`config.mk`:
```
export PLATFORM = sky130hd
export DESIGN_NAME = sync_length_sum_frame_receiver_flat
export DESIGN_NICKNAME = d
export VERILOG_FILES = /design/src/rtl/core/slsfr_pkg.sv /design/src/rtl/core/slsfr_in_if.sv /design/src/rtl/core/slsfr_out_if.sv /design/src/rtl/core/slsfr_in_stage.sv /design/src/rtl/core/slsfr_parser.sv /design/src/rtl/core/slsfr_out_stage.sv /design/src/rtl/core/sync_length_sum_frame_receiver.sv /design/src/flat_wrapper.sv
export SDC_FILE = /design/constraint.sdc
export NUM_CORES = 1
export LEC_CHECK = 0
export BUFFER_PORTS_ARGS = -buffer_cell sky130_fd_sc_hd__buf_2
export CORE_MARGIN = 5
export CORE_UTILIZATION = 60
export CTS_CLUSTER_SIZE = 40
export DETAILED_ROUTE_END_ITERATION = 10
export GPL_TIMING_DRIVEN = 0
export PLACE_DENSITY = 0.81
export SYNTH_ARGS = -nofsm -noshare
export SYNTH_HDL_FRONTEND = slang
export SYNTH_SLANG_ARGS = --single-unit
```
`constraint.sdc`:
```
create_clock -name clk -period 6.62 [get_ports clk]
set_input_delay 0.331 -clock clk [delete_from_list [all_inputs] [get_ports clk]]
set_output_delay 0.331 -clock clk [all_outputs]
set_load 0.005 [all_outputs]
```
`src/rtl/core/slsfr_pkg.sv`:
```
// package: shared types and constants for the sync/length/sum frame receiver
`default_nettype none

package slsfr_pkg;

    localparam int BYTE_W  = 8;
    localparam int WORD_W  = 16;
    localparam int CFG_IDX_W = 1;

    localparam logic [BYTE_W-1:0] SYNC_FIRST_RST  = 8'h55;
    localparam logic [BYTE_W-1:0] SYNC_SECOND_RST = 8'h0F;

    localparam logic [CFG_IDX_W-1:0] CFG_SYNC_FIRST  = 1'd0;
    localparam logic [CFG_IDX_W-1:0] CFG_SYNC_SECOND = 1'd1;

    localparam logic [WORD_W-1:0] MIN_LENGTH = 16'd2;

    typedef enum logic [1:0] {
        PH_IDLE = 2'd0,
        PH_SYNC = 2'd1,
        PH_LEN  = 2'd2,
        PH_BODY = 2'd3
    } phase_t;

    typedef enum logic [1:0] {
        KIND_PAYLOAD  = 2'd0,
        KIND_OK       = 2'd1,
        KIND_CHECKERR = 2'd2,
        KIND_LENERR   = 2'd3
    } kind_t;

    typedef struct packed {
        kind_t             kind;
        logic [BYTE_W-1:0] byte_value;
        logic [WORD_W-1:0] frame_length;
        logic [WORD_W-1:0] computed_sum;
    } result_t;

endpackage

`default_nettype wire

```
`src/rtl/core/slsfr_in_if.sv`:
```
// interface: received byte channel
`default_nettype none

interface slsfr_in_if;
    logic                      valid;
    logic                      ready;
    logic [slsfr_pkg::BYTE_W-1:0] rx_byte;

    modport source (output valid, output rx_byte, input ready);
    modport sink   (input valid, input rx_byte, output ready);
endinterface

`default_nettype wire

```
`src/rtl/core/slsfr_out_if.sv`:
```
// interface: result channel
`default_nettype none

interface slsfr_out_if;
    logic                         valid;
    logic                         ready;
    slsfr_pkg::kind_t             kind;
    logic [slsfr_pkg::BYTE_W-1:0] byte_value;
    logic [slsfr_pkg::WORD_W-1:0] frame_length;
    logic [slsfr_pkg::WORD_W-1:0] computed_sum;

    modport source (output valid, output kind, output byte_value, output frame_length,
                    output computed_sum, input ready);
    modport sink   (input valid, input kind, input byte_value, input frame_length,
                    input computed_sum, output ready);
endinterface

`default_nettype wire

```
`src/rtl/core/slsfr_in_stage.sv`:
```
// input register for received bytes
`default_nettype none

module slsfr_in_stage (
    input  wire logic                         clk,
    input  wire logic                         rst_n,
    slsfr_in_if.sink                          in_ch,
    input  wire logic                         advance,
    output logic                              byte_valid,
    output logic [slsfr_pkg::BYTE_W-1:0]      byte_data
);

    logic                         valid_reg;
    logic                         valid_next;
    logic [slsfr_pkg::BYTE_W-1:0] byte_reg;
    logic                         load;

    // register is free when empty or its byte moves on this cycle
    assign in_ch.ready = !valid_reg || advance;
    assign load        = in_ch.valid && in_ch.ready;
    assign valid_next  = in_ch.ready ? in_ch.valid : valid_reg;

    always_ff @(posedge clk or negedge rst_n)
    begin
        if (!rst_n)
        begin
            valid_reg <= 1'b0;
        end
        else
        begin
            valid_reg <= valid_next;
        end
    end

    always_ff @(posedge clk)
    begin
        if (load)
        begin
            byte_reg <= in_ch.rx_byte;
        end
    end

    assign byte_valid = valid_reg;
    assign byte_data  = byte_reg;

endmodule

`default_nettype wire

```
`src/rtl/core/slsfr_parser.sv`:
```
// frame parser: sync hunt, length, running sum and checksum compare
`default_nettype none

module slsfr_parser (
    input  wire logic                              clk,
    input  wire logic                              rst_n,
    input  wire logic                              cfg_we,
    input  wire logic [slsfr_pkg::CFG_IDX_W-1:0]   cfg_index,
    input  wire logic [slsfr_pkg::BYTE_W-1:0]      cfg_data,
    input  wire logic                              fire,
    input  wire logic [slsfr_pkg::BYTE_W-1:0]      byte_data,
    output logic                                   res_valid,
    output slsfr_pkg::result_t                     res
);

    logic [slsfr_pkg::BYTE_W-1:0] sync_first_reg;
    logic [slsfr_pkg::BYTE_W-1:0] sync_second_reg;

    slsfr_pkg::phase_t            phase_reg,     phase_next;
    logic                         seen_reg,      seen_next;
    logic [slsfr_pkg::WORD_W-1:0] length_reg,    length_next;
    logic [slsfr_pkg::WORD_W-1:0] count_reg,     count_next;
    logic [slsfr_pkg::WORD_W-1:0] sum_reg,       sum_next;
    logic [slsfr_pkg::BYTE_W-1:0] check_reg,     check_next;

    logic [slsfr_pkg::WORD_W-1:0] sum_after;
    logic [slsfr_pkg::WORD_W-1:0] full_length;
    logic [slsfr_pkg::WORD_W:0]   count_plus2;
    logic [slsfr_pkg::WORD_W:0]   length_ext;

    always_ff @(posedge clk or negedge rst_n)
    begin
        if (!rst_n)
        begin
            sync_first_reg  <= slsfr_pkg::SYNC_FIRST_RST;
            sync_second_reg <= slsfr_pkg::SYNC_SECOND_RST;
        end
        else if (cfg_we)
        begin
            unique case (cfg_index)
                slsfr_pkg::CFG_SYNC_FIRST:  sync_first_reg  <= cfg_data;
                slsfr_pkg::CFG_SYNC_SECOND: sync_second_reg <= cfg_data;
                default: ;
            endcase
        end
    end

    assign sum_after   = sum_reg + {{(slsfr_pkg::WORD_W-slsfr_pkg::BYTE_W){1'b0}}, byte_data};
    assign full_length = {length_reg[slsfr_pkg::BYTE_W-1:0], byte_data};
    assign count_plus2 = {1'b0, count_reg} + 17'd2;
    assign length_ext  = {1'b0, length_reg};

    always_comb
    begin
        phase_next  = phase_reg;
        seen_next   = seen_reg;
        length_next = length_reg;
        count_next  = count_reg;
        sum_next    = sum_reg;
        check_next  = check_reg;
        res_valid   = 1'b0;
        res         = '0;

        if (fire)
        begin
            unique case (phase_reg)
                slsfr_pkg::PH_IDLE:
                begin
                    if (byte_data == sync_first_reg)
                    begin
                        phase_next = slsfr_pkg::PH_SYNC;
                        sum_next   = sum_after;
                    end
                end

                slsfr_pkg::PH_SYNC:
                begin
                    if (byte_data == sync_second_reg)
                    begin
                        phase_next = slsfr_pkg::PH_LEN;
                        sum_next   = sum_after;
                    end
                    else
                    begin
                        phase_next = slsfr_pkg::PH_IDLE;
                        sum_next   = '0;
                    end
                end

                slsfr_pkg::PH_LEN:
                begin
                    sum_next = sum_after;
                    if (!seen_reg)
                    begin
                        length_next = {{(slsfr_pkg::WORD_W-slsfr_pkg::BYTE_W){1'b0}}, byte_data};
                        seen_next   = 1'b1;
                    end
                    else
                    begin
                        seen_next  = 1'b0;
                        count_next = '0;
                        if (full_length < slsfr_pkg::MIN_LENGTH)
                        begin
                            res_valid        = 1'b1;
                            res.kind         = slsfr_pkg::KIND_LENERR;
                            res.frame_length = full_length;
                            res.computed_sum = sum_after;
                            phase_next       = slsfr_pkg::PH_IDLE;
                            length_next      = '0;
                            sum_next         = '0;
                            check_next       = '0;
                        end
                        else
                        begin
                            phase_next  = slsfr_pkg::PH_BODY;
                            length_next = full_length;
                        end
                    end
                end

                slsfr_pkg::PH_BODY:
                begin
                    if (count_plus2 < length_ext)
                    begin
                        sum_next       = sum_after;
                        count_next     = count_reg + 16'd1;
                        res_valid      = 1'b1;
                        res.kind       = slsfr_pkg::KIND_PAYLOAD;
                        res.byte_value = byte_data;
                    end
                    else if (count_plus2 == length_ext)
                    begin
                        // high checksum byte, held until the low one arrives
                        check_next = byte_data;
                        count_next = count_reg + 16'd1;
                    end
                    else
                    begin
                        res_valid        = 1'b1;
                        res.kind         = ({check_reg, byte_data} == sum_reg)
                                           ? slsfr_pkg::KIND_OK : slsfr_pkg::KIND_CHECKERR;
                        res.frame_length = length_reg;
                        res.computed_sum = sum_reg;
                        phase_next       = slsfr_pkg::PH_IDLE;
                        seen_next        = 1'b0;
                        length_next      = '0;
                        count_next       = '0;
                        sum_next         = '0;
                        check_next       = '0;
                    end
                end

                default: ;
            endcase
        end
    end

    always_ff @(posedge clk or negedge rst_n)
    begin
        if (!rst_n)
        begin
            phase_reg  <= slsfr_pkg::PH_IDLE;
            seen_reg   <= 1'b0;
            length_reg <= '0;
            count_reg  <= '0;
            sum_reg    <= '0;
            check_reg  <= '0;
        end
        else
        begin
            phase_reg  <= phase_next;
            seen_reg   <= seen_next;
            length_reg <= length_next;
            count_reg  <= count_next;
            sum_reg    <= sum_next;
            check_reg  <= check_next;
        end
    end

endmodule

`default_nettype wire

```
`src/rtl/core/slsfr_out_stage.sv`:
```
// result register toward the output channel
`default_nettype none

module slsfr_out_stage (
    input  wire logic               clk,
    input  wire logic               rst_n,
    input  wire logic               res_valid,
    input  wire slsfr_pkg::result_t res,
    output logic                    advance,
    slsfr_out_if.source             out_ch
);

    logic               valid_reg;
    logic               valid_next;
    slsfr_pkg::result_t res_reg;

    // result register can take a new entry when empty or being drained
    assign advance    = !valid_reg || out_ch.ready;
    assign valid_next = advance ? res_valid : valid_reg;

    always_ff @(posedge clk or negedge rst_n)
    begin
        if (!rst_n)
        begin
            valid_reg <= 1'b0;
        end
        else
        begin
            valid_reg <= valid_next;
        end
    end

    always_ff @(posedge clk)
    begin
        if (advance && res_valid)
        begin
            res_reg <= res;
        end
    end

    assign out_ch.valid        = valid_reg;
    assign out_ch.kind         = res_reg.kind;
    assign out_ch.byte_value   = res_reg.byte_value;
    assign out_ch.frame_length = res_reg.frame_length;
    assign out_ch.computed_sum = res_reg.computed_sum;

endmodule

`default_nettype wire

```
`src/rtl/core/sync_length_sum_frame_receiver.sv`:
```
// top level: serial frame receiver with sync bytes, length header and 16-bit sum check
//
//  channel   dir   payload                                         request
//  in_ch     in    rx_byte[7:0]                                    one received byte
//  out_ch    out   kind, byte_value, frame_length, computed_sum    payload byte or frame status
//  cfg       in    cfg_we, cfg_index, cfg_data[7:0]                sync byte write
//
// one byte per cycle sustained while out_ch is not stalled; an accepted byte passes
// the input register and then the result register before any result shows on out_ch
// rst_n clears the frame state and loads sync bytes 0x55 / 0x0F, no clearing pass
// a stall on out_ch holds the result register and backs up into the input register
`default_nettype none

module sync_length_sum_frame_receiver (
    input  wire logic                              clk,
    input  wire logic                              rst_n,
    slsfr_in_if.sink                               in_ch,
    slsfr_out_if.source                            out_ch,
    input  wire logic                              cfg_we,
    input  wire logic [slsfr_pkg::CFG_IDX_W-1:0]   cfg_index,
    input  wire logic [slsfr_pkg::BYTE_W-1:0]      cfg_data
);

    logic                         advance;
    logic                         byte_valid;
    logic [slsfr_pkg::BYTE_W-1:0] byte_data;
    logic                         fire;
    logic                         res_valid;
    slsfr_pkg::result_t           res;

    assign fire = byte_valid && advance;

    slsfr_in_stage u_in_stage (
        .clk        (clk),
        .rst_n      (rst_n),
        .in_ch      (in_ch),
        .advance    (advance),
        .byte_valid (byte_valid),
        .byte_data  (byte_data)
    );

    slsfr_parser u_parser (
        .clk       (clk),
        .rst_n     (rst_n),
        .cfg_we    (cfg_we),
        .cfg_index (cfg_index),
        .cfg_data  (cfg_data),
        .fire      (fire),
        .byte_data (byte_data),
        .res_valid (res_valid),
        .res       (res)
    );

    slsfr_out_stage u_out_stage (
        .clk       (clk),
        .rst_n     (rst_n),
        .res_valid (res_valid),
        .res       (res),
        .advance   (advance),
        .out_ch    (out_ch)
    );

endmodule

`default_nettype wire
```
`src/flat_wrapper.sv`:
```
// flat-port wrapper written by rule: the top's interface ports become plain ports
module sync_length_sum_frame_receiver_flat 
  (clk, rst_n, cfg_we, cfg_index, cfg_data, in_ch_valid, in_ch_rx_byte, in_ch_ready, out_ch_valid, out_ch_kind, out_ch_byte_value, out_ch_frame_length, out_ch_computed_sum, out_ch_ready);
  slsfr_in_if in_ch_i ();
  slsfr_out_if out_ch_i ();
  input  wire logic clk;
  input  wire logic rst_n;
  input  wire logic cfg_we;
  input  wire logic [slsfr_pkg::CFG_IDX_W-1:0] cfg_index;
  input  wire logic [slsfr_pkg::BYTE_W-1:0] cfg_data;
  input wire logic [$bits(in_ch_i.valid)-1:0] in_ch_valid;
  input wire logic [$bits(in_ch_i.rx_byte)-1:0] in_ch_rx_byte;
  output wire logic [$bits(in_ch_i.ready)-1:0] in_ch_ready;
  output wire logic [$bits(out_ch_i.valid)-1:0] out_ch_valid;
  output wire logic [$bits(out_ch_i.kind)-1:0] out_ch_kind;
  output wire logic [$bits(out_ch_i.byte_value)-1:0] out_ch_byte_value;
  output wire logic [$bits(out_ch_i.frame_length)-1:0] out_ch_frame_length;
  output wire logic [$bits(out_ch_i.computed_sum)-1:0] out_ch_computed_sum;
  input wire logic [$bits(out_ch_i.ready)-1:0] out_ch_ready;
  assign in_ch_i.valid = in_ch_valid;
  assign in_ch_i.rx_byte = in_ch_rx_byte;
  assign in_ch_ready = in_ch_i.ready;
  assign out_ch_valid = out_ch_i.valid;
  assign out_ch_kind = out_ch_i.kind;
  assign out_ch_byte_value = out_ch_i.byte_value;
  assign out_ch_frame_length = out_ch_i.frame_length;
  assign out_ch_computed_sum = out_ch_i.computed_sum;
  assign out_ch_i.ready = out_ch_ready;
  sync_length_sum_frame_receiver u_core (.clk(clk), .rst_n(rst_n), .in_ch(in_ch_i), .out_ch(out_ch_i), .cfg_we(cfg_we), .cfg_index(cfg_index), .cfg_data(cfg_data));
endmodule
```
==> summary.md, run 1 <==
| Metric | Value |
|---|---|
| Status | finished clean |
| Worst hold path class | primary input to register |
| Longest Clk Path Bufs | 2 |
| Sw Share | 35.0% |
| H-tree lvl count | 4 |
| Routed len/inst | 18.8 µm |
| IO Pins | 66 |
| Netlist cell types | 59 |
| Post-synthesis cell area | 0.00681 mm² |
| Clock root buffer | clkbuf_16 |
| Met3 WL | 1.43 mm |
| CTS tree | yes |
| I/O Buffers | 65 |
| First-pass DRT Iterations | 6 |
| Post-CTS resize count | 0 |
| Post-synth top cells | nand2_1 (86), dfrtp_1 (69), o21ai_0 (59) |
| TritonCTS Buffers | 17 |
| Pint | 1.84 mW |
| Total Nets Final | 807 |
| CP Capture Type | register |
| Critical Path RT | 6760 ps |
| Die Wd | 117 µm |
| ANT cells | 0 |
| Crit path time final | 4700 ps |
| Ys async rst share | 60.6% |
| Syn nets | 720 |
| GPL Wtd Cong | 0.911 |
| Syn Inst Count | 671 |
| Worst rel slew slack | 40.3% |
| Vias in the first global route | 5475 |
| Pins Over Slew Limit | 0 |
| Final setup fails | 0 |
| Final global-route overflow total | 0 |
| Post-CTS setup repair buffer count | 0 |
| Setup TNS | 0 ps |
| Max Freq | 213 MHz |
| Global-route usage over all layers | 26.7% |
| PwrDens | 355 mW/mm² |
| #FFs+latches synth | 127 |
| Area Growth Syn to Fin | 17.1% |
| First-pass GRT wire length | 27.9 mm |
| Wl on met1 | 7.11 mm |
| Synth top area share | 25.4% |
| CTS sink count | 127 |
| Rows | 39 |
| Slew @ Worst Pin | 892 ps |
| Via density | 6.15 |
| Max-cap viol count | 0 |
| Crit-path max FO | 10 |
| RSZ-0062 raised after global routing | no |
| Crit path kind | register to register |
| Routed Antenna Nets | 0 |
| LEAKAGE | 3.24 nW |
| Proportion of power drawn by the clock network | 32.2% |
| Drt total wl | 17.2 mm |
| Die height | 117 µm |
| DR WL met2 | 8.11 mm |
| EDFF count, synth | 50 |
| Clock Skews | 10.5 ps |
| Largest cells by area after synthesis | dfrtp_1 (25%), edfxtp_1 (22%), ha_1 (4.8%) |
| Die ar. | 0.0136 mm² |
| CP startpoint | u_core.u_parser.count_reg[2] |
| Main flop type after synthesis | dfrtp_1 |
| Synth area leader | dfrtp_1 |
| Post-Place Cells | 881 |
| Final Non-Filler Cells | 914 |
| Sequential fraction of the synthesis area | 50.5% |
| Startpoint types | register |
| Max Used Layer | met4 |
| Core box area | 0.0113 mm² |
| Period utilization | 71.1% |
| R2r startpoint | u_core.u_parser.count_reg[2] |
| DRC viols | 0 |
| Yosys warns | 0 |
| Final Hold Violating Endpoints | 0 |
| Iteration-0 DRC Markers | 519 |
| Sw power | 0.989 mW |
| Largest net degree at the start of global routing | 70 |
| Sequential cell fraction of total power | 37.1% |
| Fraction of layout cells with a size suffix above 1 | 19.3% |
| Hold Startpoint | in_ch_rx_byte[2] |
| DP Wirelength | 12.2 mm |
| Initial antenna violation count | 0 |
| Critical Path AT | 4850 ps |
| VDD IR max | 227 µV |
| Top-count cell post-synth | nand2_1 |
| Combinational power share | 30.7% |
| Mapped Avg Cell Area | 10.1 µm² |
| Clk_lat worst skew | 420 ps |
| Clock transition at path regs | 60 ps |
| Vias post-DR | 5619 |
| Initial Utilization | 60.4% |
==> stage by stage <==
stage	total power [mW]	setup WS (ps)	utilization (%)	area [µm²]	hold slack [ps]
after global placement	1.84	378	64.9	7310	487
final	2.83	1920	70.7	7970	86.3
after floorplan	1.65	1500	-	6810	35.4
after global routing	2.97	1510	70.7	7970	73.2
after detailed placement	1.90	2050	65.5	7380	192
after CTS	2.81	2020	70.7	7970	74.5
==> kinds of logic after synthesis <==
family / synth area share, %
compound gates: 14.5
xor+xnor: 6.05
fa+ha+maj: 5.07
buf+inv: 3.60
flops: 50.5
mux: 2.81
simple gates: 17.4
==> worst paths after layout <==
path / cells past startpoint / endpoint / slack, ps
worst max-delay path: 14 / u_core.u_out_stage.out_ch.computed_sum[15] / 1920
worst min-delay path: 1 / u_core.u_in_stage.byte_data[2] / 90
worst max register to register: 14 / u_core.u_out_stage.out_ch.computed_sum[15] / 1920
worst min register to register: 2 / u_core.u_parser.check_reg[1] / 510
max in group asynchronous: 3 / u_core.u_parser.sync_first_reg[4] / 5710
min in group asynchronous: 2 / u_core.u_parser.sum_reg[12] / 300
==> layout by cell type, fill, tap and decap left out, types with 4 or more instances in the layout <==
cell	Yosys	final
a211oi_1	4	4
a21oi_1	24	23
a22o_1	13	13
a31oi_1	8	8
a32o_1	4	4
and2_1	15	15
buf_2	10	74
clkbuf_1	21	27
clkbuf_16	0	18
clkbuf_8	0	4
dfrtp_1	69	69
dfstp_2	8	8
edfxtp_1	50	50
ha_1	26	26
inv_1	24	24
mux2_2	17	17
nand2_1	86	86
nand2b_1	8	8
nand3_1	23	23
nand4_1	11	11
nor2_1	40	40
nor3_1	24	24
nor4_1	13	13
o21ai_0	59	59
o21bai_1	5	5
o31ai_1	6	6
or2_2	4	4
xnor2_1	24	24
xor2_1	23	23
==> power by group through the flow <==
| stage | clock, mW | sequential (mW) | combinational (mW) |
|---|---|---|---|
| floorplan | 0 | 1.02 | 0.633 |
| global placement | 0 | 1.05 | 0.790 |
| detailed placement | 0 | 1.06 | 0.840 |
| CTS | 0.912 | 1.04 | 0.852 |
| global route | 0.946 | 1.06 | 0.959 |
| finish | 0.909 | 1.05 | 0.869 |
==> worst max-delay path: stages (launching register included) <==
cell and delay, ps:
dfrtp_1 430, ha_1 270, nand3_1 190, nor3_1 620, nand3_1 170, xnor2_1 170, ha_1 340, nand3_1 120
nor4_1 550, nand2_1 290, a21oi_1 480, nand2b_1 180, buf_2 200, buf_2 280, o32ai_1 140
==> cell type report <==
type | instances | area (µm²)
buffer | 34 | 155
tap | 143 | 179
timing repair buffer | 68 | 393
multi-input combinational | 486 | 3140
clock inverter | 4 | 51.3
sequential | 127 | 3440
fill | 797 | 3300
clock buffer | 28 | 528
inverter | 24 | 90.1
==> routing by layer <==
layer,track usage [%],vias up
met1,36.5,2654
met2,41.9,316
li1,-,2596
met5,0,-
met3,5.13,53
met4,11.4,0
==> repair_timing <==
item | 4_1_cts | 5_1_grt
setup endpoints to repair | 0 | 0
endpoints found under the hold margin | 8 | 0
hold buffers | 1 | 0
Note: power is estimated with default switching activity, not from simulation.
==> run 2: changes to the inputs <==
Settings changed: ABC_AREA from default to 1, CORE_UTILIZATION 60 to 54, PLACE_DENSITY 0.81 to 0.76.
Clock period 6.62 ns to 4.2 ns, I/O delays scaled along.
==> run 2 against run 1 <==
Compared with the run above: via count rose by 15%; die area increased by 19%; clock-buffer cell count decreased by 5; global-route usage shrank 4.0 points; sequential share of layout area is 3.7 points lower; synthesized cell count up 34%; core utilization down 5.4 points; worst setup slack worse by 1600 ps; critical path depth rose by 5; critical endpoint is now u_core.u_out_stage.out_ch.frame_length[7]; largest cell class unchanged.
==> summary.md, run 2 <==
| Metric | Value |
|---|---|
| Status | finished clean |
| Mapped Avg Cell Area | 8.29 µm² (-18%) |
| Crit path time final | 3890 ps (-815 ps) |
| Routed len/inst | 15.2 µm (-19%) |
| DP Wirelength | 13.1 mm (+7.3%) |
| CP Capture Type | register |
| Largest net degree at the start of global routing | 70 (unchanged) |
| Startpoint types | register |
| CTS tree | yes |
| Die Wd | 127 µm (+9.2%) |
| Vias in the first global route | 5953 (+8.7%) |
| GPL Wtd Cong | 0.971 (+6.6%) |
| Worst stage delay on the critical path | 440 ps (-180 ps) |
| Crit path kind | register to register |
| Combinational power share | 27.6% (-3.1 points) |
| Largest cells by area after synthesis | dfrtp_1 (23%), edfxtp_1 (20%), nand2_1 (13%) |
| H-tree lvl count | 4 (unchanged) |
| Syn nets | 945 (+31%) |
| Sw Share | 34.7% (-0.28 points) |
| Syn Inst Count | 896 (+34%) |
| Global-route usage over all layers | 22.7% (-4.0 points) |
| Clock root buffer | clkbuf_16 |
| Routed Antenna Nets | 0 (unchanged) |
| RSZ-0062 raised after global routing | no |
| Sw power | 1.46 mW (+48%) |
| Post-synth top cells | nand2_1 (248), inv_1 (97), dfrtp_1 (69) |
| Netlist cell types | 43 (-27%) |
| ANT cells | 0 (unchanged) |
| Post-Place Cells | 1138 (+29%) |
| Initial antenna violation count | 0 (unchanged) |
| First-pass GRT wire length | 29.2 mm (+4.9%) |
| Final Non-Filler Cells | 1179 (+29%) |
| Slew @ Worst Pin | 580 ps (-312 ps) |
| Via density | 5.46 (-11%) |
| Synth top area share | 23.2% (-2.1 points) |
| Top-count cell post-synth | nand2_1 |
| Synth area leader | dfrtp_1 |
| Clock Skews | 6.81 ps (-3.69 ps) |
| Final core utilization | 65.4% (-5.4 points) |
| Proportion of power drawn by the clock network | 35.6% (+3.4 points) |
| Core box area | 0.0133 mm² (+18%) |
| Max Freq | 257 MHz (+21%) |
| Drt total wl | 17.9 mm (+4.3%) |
| Main flop type after synthesis | dfrtp_1 |
| DRC viols | 0 (unchanged) |
| TritonCTS Buffers | 17 (unchanged) |
| Max-cap viol count | 0 (unchanged) |
| Worst hold path class | primary input to register |
| Total Nets Final | 1039 (+29%) |
| Most common cell after layout, fill and taps aside | nand2_1 |
| Vias post-DR | 6438 (+15%) |
| Yosys warns | 0 (unchanged) |
| EDFF count, synth | 50 (unchanged) |
| First-pass DRT Iterations | 6 (unchanged) |
| Initial Utilization | 55.7% (-4.7 points) |
| Pint | 2.75 mW (+50%) |
| Final setup fails | 0 (unchanged) |
| #FFs+latches synth | 127 (unchanged) |
| WHS | 14.2 ps (-72.1 ps) |
| Ys async rst share | 60.6% (unchanged) |
| PwrDens | 484 mW/mm² (+36%) |
| IO Pins | 66 (unchanged) |
| Die height | 127 µm (+9.2%) |
| VDD IR max | 320 µV (+41%) |
| Area Growth Syn to Fin | 17.4% |
| Rows | 42 (+7.7%) |
| Longest Clk Path Bufs | 2 (unchanged) |
| Period utilization | 92.6% (+22 points) |
| Clk_lat worst skew | 430 ps (about the same) |
| Pins Over Slew Limit | 0 (unchanged) |
| Sequential cell fraction of total power | 36.9% (-0.2 points) |
| Post-synthesis cell area | 0.00743 mm² (+9.1%) |
| Iteration-0 DRC Markers | 591 (+14%) |
| Final Hold Violating Endpoints | 0 (unchanged) |
| R2R Setup Slk | 310 ps (-1600 ps) |
| Total power | 4.22 mW (+49%) |
| Critical Path RT | 4290 ps (-2470 ps) |
| I/O Buffers | 65 (unchanged) |
| Fraction of layout cells with a size suffix above 1 | 16.4% (-3.0 points) |
| LEAKAGE | 4.03 nW (+24%) |
| Critical Path AT | 3980 ps (-870 ps) |
| Crit-path max FO | 42 (+32) |
| Critical-path cell list | inv_1, nor3_1, nand2_1, nor2_2, nand2_1, xor2_1, ha_1, nand2_1, inv_1, nand2_1, a21oi_1, nor2_1, nand2_4, buf_4, nand2_1, nand2_1, nand2_1, nand2_1, bufinv_8 |
| Final global-route overflow total | 0 (unchanged) |
| Die ar. | 0.0162 mm² (+19%) |
| CTS sink count | 127 (unchanged) |
| Most frequent cells in the layout | nand2_1 (248), inv_1 (96), buf_2 (71) |
| Sequential fraction of the synthesis area | 46.3% (-4.2 points) |
| CP max stage cell | dfrtp_1 |
| Top cell by count, worst path | nand2_1 |
| Clock transition at path regs | 60 ps (about the same) |
| Worst rel slew slack | 61.1% (+21 points) |
[run 2: through the flow]
| stage | instance area (µm²) | setup TNS [ps] | worst slack, ps |
|---|---|---|---|
| 3_5_place_dp | 8010 | -951 | -25.4 |
| 3_3_place_gp | 7980 | -21630 | -518 |
| 4_1_cts | 8710 | 0 | 136 |
| 5_1_grt | 8720 | 0 | 84.6 |
| 2_1_floorplan | 7430 | 0 | 397 |
| 6_report | 8720 | 0 | 311 |
[run 2: cell type report]
class                   instances  area (µm²)
well taps                     176         220
multi-input cells             628        3420
clock buffers                  23         522
repair buffers                 75         445
flip-flops and latches        127        3440
clock inverters                 9        88.8
inverters                     110         427
plain buffers                  31         166
fillers                      1110        4620
[run 2: final timing paths]
kind / from / end / depth (start not counted)
max: u_core.u_parser.count_reg[3] / u_core.u_out_stage.out_ch.frame_length[7] / 19
min: cfg_data[2] / u_core.u_parser.sync_second_reg[2] / 3
max reg2reg: u_core.u_parser.count_reg[3] / u_core.u_out_stage.out_ch.frame_length[7] / 19
min reg2reg: u_core.u_parser.length_reg[13] / u_core.u_parser.length_reg[13] / 2
max in group asynchronous: rst_n / u_core.u_parser.sync_first_reg[4] / 3
min in group asynchronous: rst_n / u_core.u_out_stage.out_ch.valid / 2
[run 2: critical path: cells and delay by family, from the launching register on]
kind / cells / cell delay [ps]
fa+ha+maj: 1 / 290
simple gates: 12 / 1790
flops: 1 / 440
compound gates: 1 / 40
xor+xnor: 1 / 150
buf+inv: 4 / 810
[run 2: kinds of logic (layout without fill, tap and decap cells)]
kind of cell,Yosys count,after routing,synth area share [%]
flip-flops,127,127,46.3
buffers and inverters,141,248,7.80
XOR/XNOR,43,43,5.07
adder cells (fa/ha/maj),27,27,4.65
AND/OR/NAND/NOR,485,485,31.1
AO/OA/AOI/OAI,73,73,5.10
[run 2: per-layer routing]
| layer | part of all wire [%] | GRT usage [%] |
|---|---|---|
| met1 | 45 | 31.6 |
| met2 | 45 | 35.5 |
| met3 | 7.4 | 4.47 |
| met4 | 1.9 | 8.20 |
| met5 | 0 | 0 |
[run 2: power by group through the flow]
stage | Clock [mW] | Combinational (mW) | Sequential, mW
finish | 1.50 | 1.16 | 1.56
global route | 1.56 | 1.32 | 1.57
CTS | 1.51 | 1.15 | 1.55
detailed placement | 0 | 1.13 | 1.57
global placement | 0 | 1.11 | 1.57
floorplan | 0 | 0.875 | 1.53
[run 2: what timing repair did]
action,CTS,global route
hold buffers,9,0
buffers inserted,0,0
hold endpoints to repair,81,0
setup endpoints to repair,42,42
gates cloned,0,0
gates resized for setup,1,4
